File: config.mk
export PLATFORM = sky130hd
export DESIGN_NAME = radix_string_max_tracker_flat
export DESIGN_NICKNAME = d
export VERILOG_FILES = /design/src/hdl/rsmt_pkg.sv /design/src/hdl/rsmt_if.sv /design/src/hdl/radix_string_max_tracker.sv /design/src/hdl/rsmt_line.sv /design/src/hdl/rsmt_useq.sv /design/src/hdl/rsmt_rdp.sv /design/src/flat_wrapper.sv
export SDC_FILE = /design/constraint.sdc
export NUM_CORES = 2
export LEC_CHECK = 0
export BUFFER_PORTS_ARGS = -buffer_cell sky130_fd_sc_hd__buf_2
export CORE_ASPECT_RATIO = 1.25
export CORE_MARGIN = 2
export CORE_UTILIZATION = 50
export DETAILED_ROUTE_END_ITERATION = 16
export PLACE_DENSITY = 0.68
export REMOVE_ABC_BUFFERS = 1
export SLEW_MARGIN = 10
export SYNTH_ARGS = -nofsm -noshare
export SYNTH_HDL_FRONTEND = slang
export SYNTH_SLANG_ARGS = --single-unit
File: constraint.sdc
create_clock -name clk -period 10 [get_ports clk]
set_input_delay 1.5 -clock clk [delete_from_list [all_inputs] [get_ports clk]]
set_output_delay 1.5 -clock clk [all_outputs]
set_load 0.01 [all_outputs]
File: src/hdl/rsmt_pkg.sv
// rsmt_pkg: shared types, constants and helper functions of the radix string
// maximum tracker (microcode format, command codes, report constants).
// Depends on nothing; every file but rsmt_if imports it.
package rsmt_pkg;

  // field widths
  localparam int unsigned WordW  = 32;
  localparam int unsigned BaseW  = 6;
  localparam int unsigned CharW  = 8;
  localparam int unsigned BselW  = 2;
  localparam int unsigned DigitW = 6;
  localparam int unsigned CntW   = 4;
  localparam int unsigned StoreDepth = 16;
  localparam int unsigned PcW    = 3;
  localparam int unsigned ProgLen = 6;

  // a magnitude up to 2^31 needs at most ten base-9 digits
  localparam logic [CntW-1:0] DigitMax = 4'd10;

  localparam logic [WordW-1:0] MaxReset  = 32'hFF67_6980;
  localparam logic [BaseW-1:0] BaseReset = 6'd10;
  localparam logic [BaseW-1:0] BaseMin   = 6'd2;
  localparam logic [BaseW-1:0] BaseMax   = 6'd36;
  localparam logic [BselW-1:0] BselLast  = 2'd3;

  localparam logic [CharW-1:0] CharMinus    = 8'h2D;
  localparam logic [CharW-1:0] Char0        = 8'h30;
  localparam logic [CharW-1:0] Char9        = 8'h39;
  localparam logic [CharW-1:0] CharA        = 8'h41;
  localparam logic [CharW-1:0] CharZ        = 8'h5A;
  localparam logic [CharW-1:0] LetterOffset = 8'd55;

  localparam logic KindStatus = 1'b0;
  localparam logic KindDigit  = 1'b1;

  // input commands
  typedef enum logic [1:0] {
    CMD_CHAR   = 2'd0,
    CMD_EOL    = 2'd1,
    CMD_REPORT = 2'd2
  } cmd_t;

  // datapath operations of one microcode step
  typedef enum logic [2:0] {
    OP_INIT,
    OP_MUL,
    OP_DIV,
    OP_SIGN,
    OP_EMIT,
    OP_NEXT
  } op_t;

  // jump conditions
  typedef enum logic [1:0] {
    COND_NONE,
    COND_QNZ,
    COND_MORE,
    COND_BMORE
  } cond_t;

  typedef struct packed {
    op_t            op;
    cond_t          cond;
    logic [PcW-1:0] target;
  } ucode_t;

  // sequencer to datapath
  typedef struct packed {
    logic active;
    op_t  op;
  } ctl_t;

  // datapath to sequencer
  typedef struct packed {
    logic q_nz;
    logic more;
    logic base_more;
    logic stall;
  } seq_stat_t;

  // one report character
  typedef struct packed {
    logic [BselW-1:0] bsel;
    logic [CharW-1:0] ch;
    logic             eob;
    logic             last;
  } emit_t;

  // report program: per base, divide until quotient zero, then print
  function automatic ucode_t ucode_rom(input logic [PcW-1:0] pc);
    ucode_t cw;
    case (pc)
      3'd0:    cw = '{op: OP_INIT, cond: COND_NONE,  target: 3'd0};
      3'd1:    cw = '{op: OP_MUL,  cond: COND_NONE,  target: 3'd0};
      3'd2:    cw = '{op: OP_DIV,  cond: COND_QNZ,   target: 3'd1};
      3'd3:    cw = '{op: OP_SIGN, cond: COND_NONE,  target: 3'd0};
      3'd4:    cw = '{op: OP_EMIT, cond: COND_MORE,  target: 3'd4};
      3'd5:    cw = '{op: OP_NEXT, cond: COND_BMORE, target: 3'd0};
      default: cw = '{op: OP_NEXT, cond: COND_NONE,  target: 3'd0};
    endcase
    return cw;
  endfunction

  function automatic logic [BaseW-1:0] report_base(input logic [BselW-1:0] bsel);
    logic [BaseW-1:0] b;
    case (bsel)
      2'd0:    b = 6'd9;
      2'd1:    b = 6'd18;
      2'd2:    b = 6'd27;
      default: b = 6'd36;
    endcase
    return b;
  endfunction

  // floor(2^32 / base); the estimate is at most one below the true quotient
  function automatic logic [WordW-1:0] report_recip(input logic [BselW-1:0] bsel);
    logic [WordW-1:0] r;
    case (bsel)
      2'd0:    r = 32'h1C71_C71C;
      2'd1:    r = 32'h0E38_E38E;
      2'd2:    r = 32'h097B_425E;
      default: r = 32'h071C_71C7;
    endcase
    return r;
  endfunction

  function automatic logic [CharW-1:0] digit_to_char(input logic [DigitW-1:0] d);
    logic [CharW-1:0] c;
    if (d < 6'd10) begin
      c = {2'b00, d} + Char0;
    end else begin
      c = {2'b00, d} + LetterOffset;
    end
    return c;
  endfunction

endpackage

File: src/hdl/rsmt_if.sv
// rsmt_if: valid/ready channel interfaces of the tracker (command input,
// result output, base register write).
// Depends on nothing.
interface rsmt_req_if;
  logic       valid;
  logic       ready;
  logic [1:0] cmd;
  logic [7:0] char_code;

  modport source (output valid, cmd, char_code, input ready);
  modport sink (input valid, cmd, char_code, output ready);
endinterface

interface rsmt_rsp_if;
  logic               valid;
  logic               ready;
  logic               kind;
  logic               line_valid;
  logic signed [31:0] line_value;
  logic [1:0]         base_select;
  logic [7:0]         digit_char;
  logic               end_of_base;
  logic               last;

  modport source (output valid, kind, line_valid, line_value, base_select, digit_char,
                  end_of_base, last, input ready);
  modport sink (input valid, kind, line_valid, line_value, base_select, digit_char,
                end_of_base, last, output ready);
endinterface

interface rsmt_cfg_if;
  logic       valid;
  logic       ready;
  logic [5:0] number_base;

  modport source (output valid, number_base, input ready);
  modport sink (input valid, number_base, output ready);
endinterface

File: src/hdl/radix_string_max_tracker.sv
// radix_string_max_tracker: top level; base register, line conversion,
// microcoded report engine, status holding stage and result register.
// Depends on rsmt_pkg, rsmt_if, rsmt_line, rsmt_useq and rsmt_rdp.
//
//   port  role    moves per transfer
//   ----  ------  -------------------------------------------------------
//   req   sink    cmd, char_code
//   rsp   source  kind, line_valid, line_value, base_select, digit_char,
//                 end_of_base, last
//   cfg   sink    number_base (always ready)
//
// A character is taken as one Horner multiply-add; the next may follow.
// A line end's status goes through the status holding stage, and req is
// held off until it has moved into the result register.
// A report keeps req low until all four bases are printed, D digits each (at
// most 10): each digit takes two steps of the shared reciprocal multiplier and
// one output step; the sign step is spent whether or not a '-' goes out.
// A stall on rsp freezes the report sequencer. Reset is synchronous, no sweep.
module radix_string_max_tracker (
  input logic       clk,
  input logic       rst,
  rsmt_req_if.sink  req,
  rsmt_rsp_if.source rsp,
  rsmt_cfg_if.sink  cfg
);
  import rsmt_pkg::*;

  logic [BaseW-1:0] number_base;

  logic             accept;
  logic             char_take;
  logic             line_end;
  logic             start;
  logic             stat_ok;
  logic [WordW-1:0] stat_value;
  logic [WordW-1:0] run_max;

  ctl_t      ctl;
  seq_stat_t seq_stat;
  logic      emit_req;
  emit_t     emit;
  logic      emit_ok;
  logic      emit_fire;

  logic             pend_valid;
  logic             pend_ok;
  logic [WordW-1:0] pend_value;

  logic             out_valid;
  logic             out_kind;
  logic             out_line_valid;
  logic [WordW-1:0] out_line_value;
  logic [BselW-1:0] out_bsel;
  logic [CharW-1:0] out_char;
  logic             out_eob;
  logic             out_last;
  logic             slot_free;

  // base register
  assign cfg.ready = 1'b1;
  always_ff @(posedge clk) begin
    if (rst) begin
      number_base <= BaseReset;
    end else if (cfg.valid) begin
      number_base <= cfg.number_base;
    end
  end

  // command decode
  assign req.ready = !ctl.active && !pend_valid;
  assign accept    = req.valid && req.ready;
  assign char_take = accept && (req.cmd == CMD_CHAR);
  assign line_end  = accept && (req.cmd == CMD_EOL);
  assign start     = accept && (req.cmd == CMD_REPORT);

  rsmt_line u_line (
    .clk         (clk),
    .rst         (rst),
    .char_take   (char_take),
    .line_end    (line_end),
    .char_code   (req.char_code),
    .number_base (number_base),
    .stat_ok     (stat_ok),
    .stat_value  (stat_value),
    .run_max     (run_max)
  );

  rsmt_useq u_useq (
    .clk   (clk),
    .rst   (rst),
    .start (start),
    .stat  (seq_stat),
    .ctl   (ctl)
  );

  rsmt_rdp u_rdp (
    .clk      (clk),
    .rst      (rst),
    .ctl      (ctl),
    .run_max  (run_max),
    .emit_ok  (emit_ok),
    .stat     (seq_stat),
    .emit_req (emit_req),
    .emit     (emit)
  );

  // result register arbitration, pending status goes first
  assign slot_free = !out_valid || rsp.ready;
  assign emit_ok   = slot_free && !pend_valid;
  assign emit_fire = emit_req && emit_ok;

  // status holding stage
  always_ff @(posedge clk) begin
    if (rst) begin
      pend_valid <= 1'b0;
    end else if (line_end) begin
      pend_valid <= 1'b1;
    end else if (slot_free) begin
      pend_valid <= 1'b0;
    end
  end

  always_ff @(posedge clk) begin
    if (line_end) begin
      pend_ok    <= stat_ok;
      pend_value <= stat_value;
    end
  end

  // result register
  always_ff @(posedge clk) begin
    if (rst) begin
      out_valid <= 1'b0;
    end else if (slot_free) begin
      out_valid <= pend_valid || emit_fire;
    end
  end

  always_ff @(posedge clk) begin
    if (slot_free && pend_valid) begin
      out_kind       <= KindStatus;
      out_line_valid <= pend_ok;
      out_line_value <= pend_value;
      out_bsel       <= '0;
      out_char       <= '0;
      out_eob        <= 1'b0;
      out_last       <= 1'b1;
    end else if (emit_fire) begin
      out_kind       <= KindDigit;
      out_line_valid <= 1'b0;
      out_line_value <= '0;
      out_bsel       <= emit.bsel;
      out_char       <= emit.ch;
      out_eob        <= emit.eob;
      out_last       <= emit.last;
    end
  end

  assign rsp.valid       = out_valid;
  assign rsp.kind        = out_kind;
  assign rsp.line_valid  = out_line_valid;
  assign rsp.line_value  = $signed(out_line_value);
  assign rsp.base_select = out_bsel;
  assign rsp.digit_char  = out_char;
  assign rsp.end_of_base = out_eob;
  assign rsp.last        = out_last;

  // a report command starts the sequencer
  assert property (@(posedge clk) disable iff (rst) start |=> ctl.active)
    else $error("report did not start");

  // a line end always leaves a pending status
  assert property (@(posedge clk) disable iff (rst) line_end |=> pend_valid)
    else $error("line status lost");

endmodule

File: src/hdl/rsmt_line.sv
// rsmt_line: per-character check and Horner accumulation of one line, line
// status at line end, and the running maximum of valid lines.
// Depends on rsmt_pkg.
module rsmt_line (
  input  logic                      clk,
  input  logic                      rst,
  input  logic                      char_take,
  input  logic                      line_end,
  input  logic [rsmt_pkg::CharW-1:0] char_code,
  input  logic [rsmt_pkg::BaseW-1:0] number_base,
  output logic                      stat_ok,
  output logic [rsmt_pkg::WordW-1:0] stat_value,
  output logic [rsmt_pkg::WordW-1:0] run_max
);
  import rsmt_pkg::*;

  logic [WordW-1:0] acc;
  logic             neg;
  logic [1:0]       minus_cnt;
  logic             started;
  logic             bad;

  logic [BaseW-1:0]       base_eff;
  logic                   is_dec;
  logic                   is_upper;
  logic [CharW-1:0]       code_off;
  logic [DigitW-1:0]      dig;
  logic                   dig_ok;
  logic [WordW+BaseW-1:0] mac;
  logic [WordW-1:0]       value;

  // clamp the base into 2..36
  always_comb begin
    if (number_base < BaseMin) begin
      base_eff = BaseMin;
    end else if (number_base > BaseMax) begin
      base_eff = BaseMax;
    end else begin
      base_eff = number_base;
    end
  end

  // digit decode and range check
  assign is_dec   = (char_code >= Char0) && (char_code <= Char9);
  assign is_upper = (char_code >= CharA) && (char_code <= CharZ);
  assign code_off = is_dec ? (char_code - Char0) : (char_code - LetterOffset);
  assign dig      = code_off[DigitW-1:0];
  assign dig_ok   = (is_dec || is_upper) && (dig < base_eff);

  // horner step, wrapping at 32 bits
  assign mac = acc * base_eff + (WordW+BaseW)'(dig);

  // line status
  assign stat_ok    = !bad && (minus_cnt <= 2'd1);
  assign value      = neg ? (WordW'(0) - acc) : acc;
  assign stat_value = stat_ok ? value : '0;

  // line state and running maximum
  always_ff @(posedge clk) begin
    if (rst) begin
      acc       <= '0;
      neg       <= 1'b0;
      minus_cnt <= 2'd0;
      started   <= 1'b0;
      bad       <= 1'b0;
      run_max   <= MaxReset;
    end else if (line_end) begin
      if (stat_ok && ($signed(value) > $signed(run_max))) begin
        run_max <= value;
      end
      acc       <= '0;
      neg       <= 1'b0;
      minus_cnt <= 2'd0;
      started   <= 1'b0;
      bad       <= 1'b0;
    end else if (char_take) begin
      started <= 1'b1;
      if (char_code == CharMinus) begin
        if (minus_cnt < 2'd2) begin
          minus_cnt <= minus_cnt + 2'd1;
        end
        if (!started) begin
          neg <= 1'b1;
        end
      end else if (!dig_ok) begin
        bad <= 1'b1;
      end else begin
        acc <= mac[WordW-1:0];
      end
    end
  end

endmodule

File: src/hdl/rsmt_useq.sv
// rsmt_useq: microcode sequencer of the report, step counter over the
// program in rsmt_pkg::ucode_rom with conditional jumps and stall hold.
// Depends on rsmt_pkg.
module rsmt_useq (
  input  logic                clk,
  input  logic                rst,
  input  logic                start,
  input  rsmt_pkg::seq_stat_t stat,
  output rsmt_pkg::ctl_t      ctl
);
  import rsmt_pkg::*;

  logic [PcW-1:0] pc;
  logic [PcW-1:0] pc_next;
  logic           busy;
  logic           busy_next;
  ucode_t         cw;
  logic           jump;

  assign cw         = ucode_rom(pc);
  assign ctl.active = busy;
  assign ctl.op     = cw.op;

  // jump condition select
  always_comb begin
    case (cw.cond)
      COND_QNZ:   jump = stat.q_nz;
      COND_MORE:  jump = stat.more;
      COND_BMORE: jump = stat.base_more;
      default:    jump = 1'b0;
    endcase
  end

  // next step
  always_comb begin
    pc_next   = pc;
    busy_next = busy;
    if (start) begin
      pc_next   = '0;
      busy_next = 1'b1;
    end else if (busy && !stat.stall) begin
      if (jump) begin
        pc_next = cw.target;
      end else if (pc == PcW'(ProgLen - 1)) begin
        pc_next   = '0;
        busy_next = 1'b0;
      end else begin
        pc_next = pc + 1'b1;
      end
    end
  end

  always_ff @(posedge clk) begin
    if (rst) begin
      pc   <= '0;
      busy <= 1'b0;
    end else begin
      pc   <= pc_next;
      busy <= busy_next;
    end
  end

  // a stalled step keeps its place
  assert property (@(posedge clk) disable iff (rst)
    (busy && stat.stall) |=> (pc == $past(pc)))
    else $error("sequencer moved on during a stall");

endmodule

File: src/hdl/rsmt_rdp.sv
// rsmt_rdp: report datapath, reciprocal-multiply digit extraction, digit
// store and character output, driven by the sequencer's control word.
// Depends on rsmt_pkg.
module rsmt_rdp (
  input  logic                      clk,
  input  logic                      rst,
  input  rsmt_pkg::ctl_t            ctl,
  input  logic [rsmt_pkg::WordW-1:0] run_max,
  input  logic                      emit_ok,
  output rsmt_pkg::seq_stat_t       stat,
  output logic                      emit_req,
  output rsmt_pkg::emit_t           emit
);
  import rsmt_pkg::*;

  logic [WordW-1:0]  m;
  logic [WordW-1:0]  q_est;
  logic              neg;
  logic [CntW-1:0]   cnt;
  logic [BselW-1:0]  bidx;
  logic [DigitW-1:0] dig_store [StoreDepth];
  logic [DigitW-1:0] dig_rd;

  logic [BaseW-1:0]       base;
  logic [2*WordW-1:0]     prod;
  logic [WordW+BaseW-1:0] qd;
  logic [WordW-1:0]       rem0;
  logic                   fix;
  logic [WordW-1:0]       rem1;
  logic [WordW-1:0]       q;
  logic [CntW-1:0]        rd_idx;
  logic                   step;

  assign base = report_base(bidx);

  // quotient estimate, registered before the correction
  assign prod = m * report_recip(bidx);

  // remainder and one correction step
  assign qd   = q_est * base;
  assign rem0 = m - qd[WordW-1:0];
  assign fix  = rem0 >= WordW'(base);
  assign rem1 = fix ? (rem0 - WordW'(base)) : rem0;
  assign q    = fix ? (q_est + 1'b1) : q_est;

  // read address one step ahead: the digit the next emit step prints
  assign rd_idx = (step && (ctl.op == OP_EMIT)) ? (cnt - 4'd2) : (cnt - 4'd1);

  // character output
  assign emit_req = ctl.active && ((ctl.op == OP_EMIT) || ((ctl.op == OP_SIGN) && neg));
  always_comb begin
    emit.bsel = bidx;
    if (ctl.op == OP_SIGN) begin
      emit.ch   = CharMinus;
      emit.eob  = 1'b0;
      emit.last = 1'b0;
    end else begin
      emit.ch   = digit_to_char(dig_rd);
      emit.eob  = (cnt == 4'd1);
      emit.last = (cnt == 4'd1) && (bidx == BselLast);
    end
  end

  // status back to the sequencer
  assign stat.q_nz      = (q != '0);
  assign stat.more      = (cnt != 4'd1);
  assign stat.base_more = (bidx != BselLast);
  assign stat.stall     = emit_req && !emit_ok;

  assign step = ctl.active && !stat.stall;

  // control registers
  always_ff @(posedge clk) begin
    if (rst) begin
      cnt  <= '0;
      bidx <= '0;
    end else if (step) begin
      case (ctl.op)
        OP_INIT: cnt  <= '0;
        OP_DIV:  cnt  <= cnt + 1'b1;
        OP_EMIT: cnt  <= cnt - 1'b1;
        OP_NEXT: bidx <= bidx + 1'b1;
        default: ;
      endcase
    end
  end

  // payload registers and digit store
  always_ff @(posedge clk) begin
    if (step) begin
      case (ctl.op)
        OP_INIT: begin
          neg <= run_max[WordW-1];
          m   <= run_max[WordW-1] ? (WordW'(0) - run_max) : run_max;
        end
        OP_MUL: q_est <= prod[2*WordW-1:WordW];
        OP_DIV: begin
          dig_store[cnt] <= rem1[DigitW-1:0];
          m              <= q;
        end
        default: ;
      endcase
    end
  end

  // registered digit store read
  always_ff @(posedge clk) begin
    dig_rd <= dig_store[rd_idx];
  end

  // the store never overflows
  assert property (@(posedge clk) disable iff (rst) cnt <= DigitMax)
    else $error("digit store overflow");

  // a single correction brings the remainder below the base
  assert property (@(posedge clk) disable iff (rst)
    (ctl.active && (ctl.op == OP_DIV)) |-> (rem0 < (WordW'(base) << 1)))
    else $error("quotient estimate off by more than one");

endmodule

File: src/flat_wrapper.sv
// flat-port wrapper written by rule: the top's interface ports become plain ports
module radix_string_max_tracker_flat import rsmt_pkg::*;
  (clk, rst, req_valid, req_cmd, req_char_code, req_ready, rsp_valid, rsp_kind, rsp_line_valid, rsp_line_value, rsp_base_select, rsp_digit_char, rsp_end_of_base, rsp_last, rsp_ready, cfg_valid, cfg_number_base, cfg_ready);
  rsmt_req_if req_i ();
  rsmt_rsp_if rsp_i ();
  rsmt_cfg_if cfg_i ();
  input logic clk;
  input logic rst;
  input wire logic [$bits(req_i.valid)-1:0] req_valid;
  input wire logic [$bits(req_i.cmd)-1:0] req_cmd;
  input wire logic [$bits(req_i.char_code)-1:0] req_char_code;
  output wire logic [$bits(req_i.ready)-1:0] req_ready;
  output wire logic [$bits(rsp_i.valid)-1:0] rsp_valid;
  output wire logic [$bits(rsp_i.kind)-1:0] rsp_kind;
  output wire logic [$bits(rsp_i.line_valid)-1:0] rsp_line_valid;
  output wire logic [$bits(rsp_i.line_value)-1:0] rsp_line_value;
  output wire logic [$bits(rsp_i.base_select)-1:0] rsp_base_select;
  output wire logic [$bits(rsp_i.digit_char)-1:0] rsp_digit_char;
  output wire logic [$bits(rsp_i.end_of_base)-1:0] rsp_end_of_base;
  output wire logic [$bits(rsp_i.last)-1:0] rsp_last;
  input wire logic [$bits(rsp_i.ready)-1:0] rsp_ready;
  input wire logic [$bits(cfg_i.valid)-1:0] cfg_valid;
  input wire logic [$bits(cfg_i.number_base)-1:0] cfg_number_base;
  output wire logic [$bits(cfg_i.ready)-1:0] cfg_ready;
  assign req_i.valid = req_valid;
  assign req_i.cmd = req_cmd;
  assign req_i.char_code = req_char_code;
  assign req_ready = req_i.ready;
  assign rsp_valid = rsp_i.valid;
  assign rsp_kind = rsp_i.kind;
  assign rsp_line_valid = rsp_i.line_valid;
  assign rsp_line_value = rsp_i.line_value;
  assign rsp_base_select = rsp_i.base_select;
  assign rsp_digit_char = rsp_i.digit_char;
  assign rsp_end_of_base = rsp_i.end_of_base;
  assign rsp_last = rsp_i.last;
  assign rsp_i.ready = rsp_ready;
  assign cfg_i.valid = cfg_valid;
  assign cfg_i.number_base = cfg_number_base;
  assign cfg_ready = cfg_i.ready;
  radix_string_max_tracker u_core (.clk(clk), .rst(rst), .req(req_i), .rsp(rsp_i), .cfg(cfg_i));
endmodule
==> Yosys cells after proc, flatten, opt, wreduce, memory -nomap -nowiden <==
Memory sizes are Yosys's and may differ from the RTL's. A register that Yosys moved wholly into a read port is not among the register bits.
Index checks and enable logic that the tools add are counted.
{ "op_classes": {"n_eq_ne": 23, "n_reduce_logical": 53, "n_lt_le_gt_ge": 12, "n_mul": 3, "addsub": 16, "bitwise": 3, "mux": 31} }
{ "ops": {"columns": ["op", "n"], "rows": [
  ["$mux 32", 5],
  ["$pmux 29 s3", 1],
  ["$mul 32x6->32", 2],
  ["$pmux 32 s2", 1],
  ["$sub 1x32->32 const A", 2],
  ["$mul 32x29->61", 1],
  ["$pmux 8 s6", 1],
  ["$add 32x1->32 const B", 1],
  ["$add 32x6->32", 1],
  ["$ge 32x6->1", 1],
  ["$gt 32x32->1", 1],
  ["$reduce_bool 32->1", 1],
  ["$sub 32x32->32", 1],
  ["$mux 6", 4],
  ["$logic_and 1x1->1", 19],
  ["$pmux 6 s3", 1],
  ["$reduce_and 3->1", 5],
  ["$add 6x6->7 const B", 2],
  ["$eq 3x2->1 const B", 4],
  ["$eq 3x3->1 const B", 4],
  ["$pmux 4 s3", 1],
  ["$reduce_and 2->1", 6],
  ["$sub 6x6->6 const B", 2],
  ["$mux 1", 11],
  ["37 further kinds", 63]
]} }
{ "word_totals": {"out_inout_bits": 49, "n_memories": 1, "ff_bits": 231, "input_bits": 21, "ramBits": 96} }
{ "mem_list": {"columns": ["name", "words", "width", "rd", "rd_clocked_by_memory_dff", "wr", "line_no", "rtl"], "rows": [
  ["u_core.u_rdp.dig_store", 16, 6, 1, 1, 1, "rsmt_rdp.sv:21", "logic [DigitW-1:0] dig_store [StoreDepth];"]
]} }

==> Longest topological paths before layout <==
{ "depth": {"word_depth": 11, "ltp_mapped": 37, "depth_no_buf": 34} }

==> By module <==
From an unflattened synthesis, not the netlist that was laid out.
{ "hier_totals": {"cells_unflattened": 5086, "hier_area_um2": 49636.4} }
{ "by_module_without_submodules": {"columns": ["module", "instances", "cells_per_inst", "area_per_inst_um2"], "rows": [
  ["rsmt_rdp", 1, 3591, 35992.0],
  ["rsmt_line", 1, 1274, 10332.4],
  ["radix_string_max_tracker", 1, 196, 3090.5],
  ["rsmt_useq", 1, 25, 221.5]
]} }

==> Worst setup path after synthesis <==
No wires, ideal clock.
{ "synth_path": {"kind": "register -> register", "from": "register u_core.u_rdp.bidx[1]", "to": "register u_core.u_rdp.q_est[28] (data pin)", "slack_ps": 578, "path_stages_with_launch": 36, "required_ps": 9740, "period_less_slack_ps": 9422, "arrival_ps": 9162, "path_buffers": 3, "path_cell_list": "dfxtp_1 inv_2 clkbuf_1 ha_1 or2_2 clkbuf_1 clkbuf_1 nand2_1 inv_1 fa_1 inv_1 fa_1 inv_1 fa_1 fa_1 fa_1 inv_1 fa_1 inv_1 fa_1 fa_1 ha_1 a211oi_1 nor2_1 nor3_1 nor2_1 nor4_1 o31ai_1 a31o_2 a2111o_1 a221oi_2 o21ai_0 o41a_1 a21oi_1 o21bai_1 xnor2_1"} }
{ "synth_between": {"elab_chain_cells": 3, "elab_cells_between_ends": 5} }
{ "synth_rtl": {"columns": ["element", "line_no", "rtl"], "rows": [
  ["start: declaration", "rsmt_rdp.sv:20", "logic [BselW-1:0] bidx;"],
  ["start signal: assignment", "rsmt_rdp.sv:82", "OP_NEXT: bidx <= bidx + 1'b1;"],
  ["$eq 2x2->1 (tied with other cells)", "rsmt_pkg.sv:118", "case (bsel)"],
  ["$pmux 29 s3 *", "rsmt_pkg.sv:118", null],
  ["$mul 32x29->61 *", "rsmt_rdp.sv:37", "assign prod = m * report_recip(bidx);"],
  ["net u_core.u_rdp.prod[60]", "rsmt_rdp.sv:25", "logic [2*WordW-1:0] prod;"],
  ["end signal: assignment", "rsmt_rdp.sv:96", "OP_MUL: q_est <= prod[2*WordW-1:WordW];"],
  ["end: declaration", "rsmt_rdp.sv:17", "logic [WordW-1:0] q_est;"]
]} }
The timed path passes the listed nets; every way through them passes the cells marked *.
A chain may end at the register's enable or synchronous reset.

==> Final worst setup path <==
{ "layout_path": {"from": "register u_core.u_rdp.bidx[0]", "to": "register u_core.u_rdp.q_est[28] (data pin)"} }
The elaborated chain is that of the path after synthesis.

==> impl_summary.md <==
Placed design
The detailed-placement wirelength estimate is between 100,000 and 150,000 um. The congestion estimate from routability-driven global placement came to around 1. The count of placed standard cells including taps is between 6k and 7k. The port buffer count is between 60 and 70. OpenSTA, run right after detailed placement, puts the worst setup slack at -0.3157 ns.

Route
Dividing the detail-routed via count by the number of cells gives 5.559. The via count is ~35k. The final layout contains routed wiring with a total length of 143,200 um. The number of DRC violations after detailed routing is 0. The post-detailed-route wirelength per cell is roughly 23 um. After the first detailed-routing iteration, the DRC count stood at 2,373.

The first detailed-routing pass took 5 iterations. Once detail routing completed, the nets flagged for antenna violations numbered 0.

Synthesis
The dominant register cell in the synthesized netlist is edfxtp_1. The Yosys step of the flow raised 0 warnings. Counting every instance in the synthesized netlist gives between 5k and 6k. The synthesized netlist occupies a cell area of a little under 50,000 um^2. The largest total area in the synthesized netlist belongs to fa_1.

The sequential share of the synthesized area is 18.21%. The number of distinct library cells after synthesis is 100. In this run, synthesis inferred 224 flip-flops with an integrated enable.

By instance count, the leading cell after synthesis is inv_1. Summed over its instances, the top area cell type makes up roughly 34% of the synthesized netlist area. Sorting the synthesized cells by area gives the leading types as fa_1, edfxtp_1, ha_1, inv_1, dfxtp_1. Ranked by instance count, the synthesized netlist is headed by inv_1, fa_1, ha_1, nand2_1, nor2_1.

The share of flip-flops with an asynchronous set or reset after synthesis is 0%. The mean instance size in the synthesized netlist is 9.585 um^2. The total of flip-flops plus latches after synthesis is around 330.

Clock tree
The total of hold buffers inserted after clock tree synthesis is 0. At the later pin of the worst-skew pair, clock insertion delay measures 0.57 ns. The number of H-tree branching levels is 2. The root buffer cell chosen for the clock tree is clkbuf_16.

The maximum buffer depth of the clock tree is 3. The clock tree from TritonCTS is yes. The number of sinks driven by the clock tree is about 330. In this run, CTS created clock tree buffers numbering 35. Clock-pin slew was measured on the worst setup and hold paths at approximately 0.06 ns.

STA
The worst slew margin relative to its limit is 21.11%. Setup repair after global routing left no endpoint under its margin. Dividing the final minimum period by the clock period gives between 90% and 100%. Setup violations remaining at the end of the flow were counted as 0. Final hold analysis gives a worst-case slack of between 0.4 and 0.5 ns. At the pin with the least slew margin, the transition time is 1.181 ns. Subtracting the final worst setup slack from the clock period gives around 10 ns. On the final layout, the worst clock skew is between 0.03 and 0.04 ns. The total count of hold-check failures in the final report came to 0.

Timing would allow up to about 0.10 GHz. The number of max-slew violations in the final report is 0. The least setup slack across all paths after layout is 0.2330 ns.

Worst setup path
The cell type with the highest occurrence count on the critical path is fa_1. The critical path startpoint category is a flip-flop. The worst setup path is of the reg -> reg kind.

In this run the worst path has a maximum fanout of 33. The worst setup path is captured at a flip-flop. Data arrives at the worst endpoint at between 10 and 15 ns. Data on the critical path is required at its endpoint by 10.32 ns.

The number of buffers and inverters on the critical path is 9. The critical-path cell with the highest stage delay is fa_1. On the critical path the largest part of the delay comes from adder cells. The largest single stage delay on the critical path is 0.59 ns.

GRT
In this run the most used layer during global routing was met2. The first-pass GRT wire length is roughly 220,000 um. The overflow left after global routing is 0.

For this run, the total global-route usage over all layers was measured as just under 30%. The met2 track demand over resource is just over 50%. The number of antenna violations at the first check in global routing came to 3.

The via count of the first global-routing pass came to ~38k. The met1 track demand over resource is 35.24%. The met3 track utilization from global routing is just under 3%. The pin count of the biggest net entering global routing is between 60 and 70.

Finish
The post-route netlist has about 5.8% of its cells at a drive strength greater than 1. From synthesis to final layout, the design area changed by 6.256%. The finished layout holds between 6k and 7k standard cells, fillers aside.

The number of nets in the layout is 6,349.

Power and ir drop
The power per cell area is approximately 270 nW/um^2. The overall power consumption is about 14 mW. The standby leakage power is 25.12 nW.

The highest ir drop seen on vdd is 0.5977 mV.

Run status
The run finished with clean final reports.

Die
The area of the core region is 95,980 um^2. The die area is 99,480 um^2. The boundary pin count is 70. The initial core utilization is between 50% and 60%. The die is between 300 and 400 um tall. In this run the horizontal extent of the chip is ~280 um. After floorplanning, the core was divided into 127 placement rows.

Run
The number of max-capacitance violations reported is 0.

Hold path
The min-delay analysis places its worst path in the category reg -> reg.
==> final timing paths <==
check,startpoint,end,slack (ns),cells past startpoint
max,u_core.u_rdp.bidx[0]$_SDFFE_PP0P_,u_core.u_rdp.q_est[28]$_DFFE_PP_,0.23,34
min,u_core.rsp.last$_SDFFE_PP1P_,u_core.rsp.last$_SDFFE_PP1P_,0.47,2
max reg2reg,u_core.u_rdp.bidx[0]$_SDFFE_PP0P_,u_core.u_rdp.q_est[28]$_DFFE_PP_,0.23,34
min reg2reg,u_core.rsp.last$_SDFFE_PP1P_,u_core.rsp.last$_SDFFE_PP1P_,0.47,2
==> cell usage in the layout, fill, tap and decap left out, drive strengths merged, types with 8 or more instances in the layout <==
cell type  count
o21bai         8
a211oi        33
xnor2        135
nor3          58
mux4          24
nor2b         40
a21o          46
clkinv        12
mux2i         29
a31oi         20
mux2          11
nor2         373
nand2        465
nor4          19
nand4         41
edfxtp       224
a21boi         8
and3          23
and2         182
o31ai         28
ha           472
or4           18
xor2          44
inv         1081
or3           21
dfxtp        105
o41ai         14
clkbuf        45
o21a          22
o21ai        116
a21oi        177
buf          139
nand2b        64
fa           812
or2            9
nand3         38
==> what timing repair did <==
action                                  in CTS  in global routing
pin swaps                                    0                  1
gates resized for setup                      3                  5
setup buffers                                0                  0
endpoints found under the setup margin       3                  5
endpoints found under the hold margin        0                  0
==> through the flow <==
stage	setup TNS, ns	area, um^2	util, %
floorplan	-0.03186	47710	-
global placement	-0.3318	50300	52.41
detailed placement	-0.4953	50300	52.41
CTS	0	51480	53.63
global route	0	51510	53.67
finish	0	51510	53.67
==> power by group <==
part,switching (mW),internal [mW],leakage [nW],total (mW)
clock,0.581,0.747,0.563,1.33
sequential,0.0660,1.96,2.96,2.03
combinational,6.51,4.18,21.6,10.7
==> tightest hold or removal path, stage by stage (launching register included) <==
cell and delay, ns:
dfxtp_1 0.33, a21oi_1 0.06, o41ai_1 0.05
==> per-layer routing <==
metal / share of wire [%] / routed length (um)
met5: 0.016 / 23
met1: 38 / 54110
met4: 7.4 / 10600
met2: 50 / 71840
met3: 4.6 / 6647
==> flip-flops by register name, summed over array words and instances (netlist names), 2 cells and up <==
| register | flops |
|---|---|
| u_core.u_line.run_max | 32 |
| u_core.rsp.line_value | 32 |
| u_core.rsp.digit_char | 7 |
| u_core.u_rdp.cnt | 4 |
| u_core.u_rdp.dig_rd | 6 |
| u_core.u_useq.pc | 3 |
| u_core.u_rdp.m | 32 |
| u_core.u_rdp.dig_store | 96 |
| u_core.rsp.base_select | 2 |
| u_core.pend_value | 32 |
| u_core.u_line.acc | 32 |
| u_core.u_rdp.bidx | 2 |
| u_core.number_base | 6 |
| u_core.u_rdp.q_est | 29 |
| u_core.u_line.minus_cnt | 2 |
==> cell type report <==
type | instances | area [um^2]
inverters | 1079 | 4050
clock buffers | 45 | 964.7
fillers | 8826 | 44470
well taps | 1290 | 1614
diodes | 1 | 2.502
clock inverters | 19 | 192.7
flip-flops and latches | 329 | 8828
multi-input cells | 3460 | 34960
repair buffers | 139 | 900.9
==> kinds of logic (layout without fill, tap and decap cells) <==
group | count (synthesis) | in the layout | share of synthesized area, %
AO/OA/AOI/OAI | 549 | 549 | 7.381
adder cells (fa/ha/maj) | 1284 | 1284 | 45.71
flip-flops | 329 | 329 | 18.21
multiplexers | 64 | 64 | 1.977
XOR/XNOR | 179 | 179 | 3.234
AND/OR/NAND/NOR | 1382 | 1382 | 13.53
buffers and inverters | 1269 | 1282 | 9.936
other | 2 | 3 | 0.01549
Power figures use the tool's default switching activity.
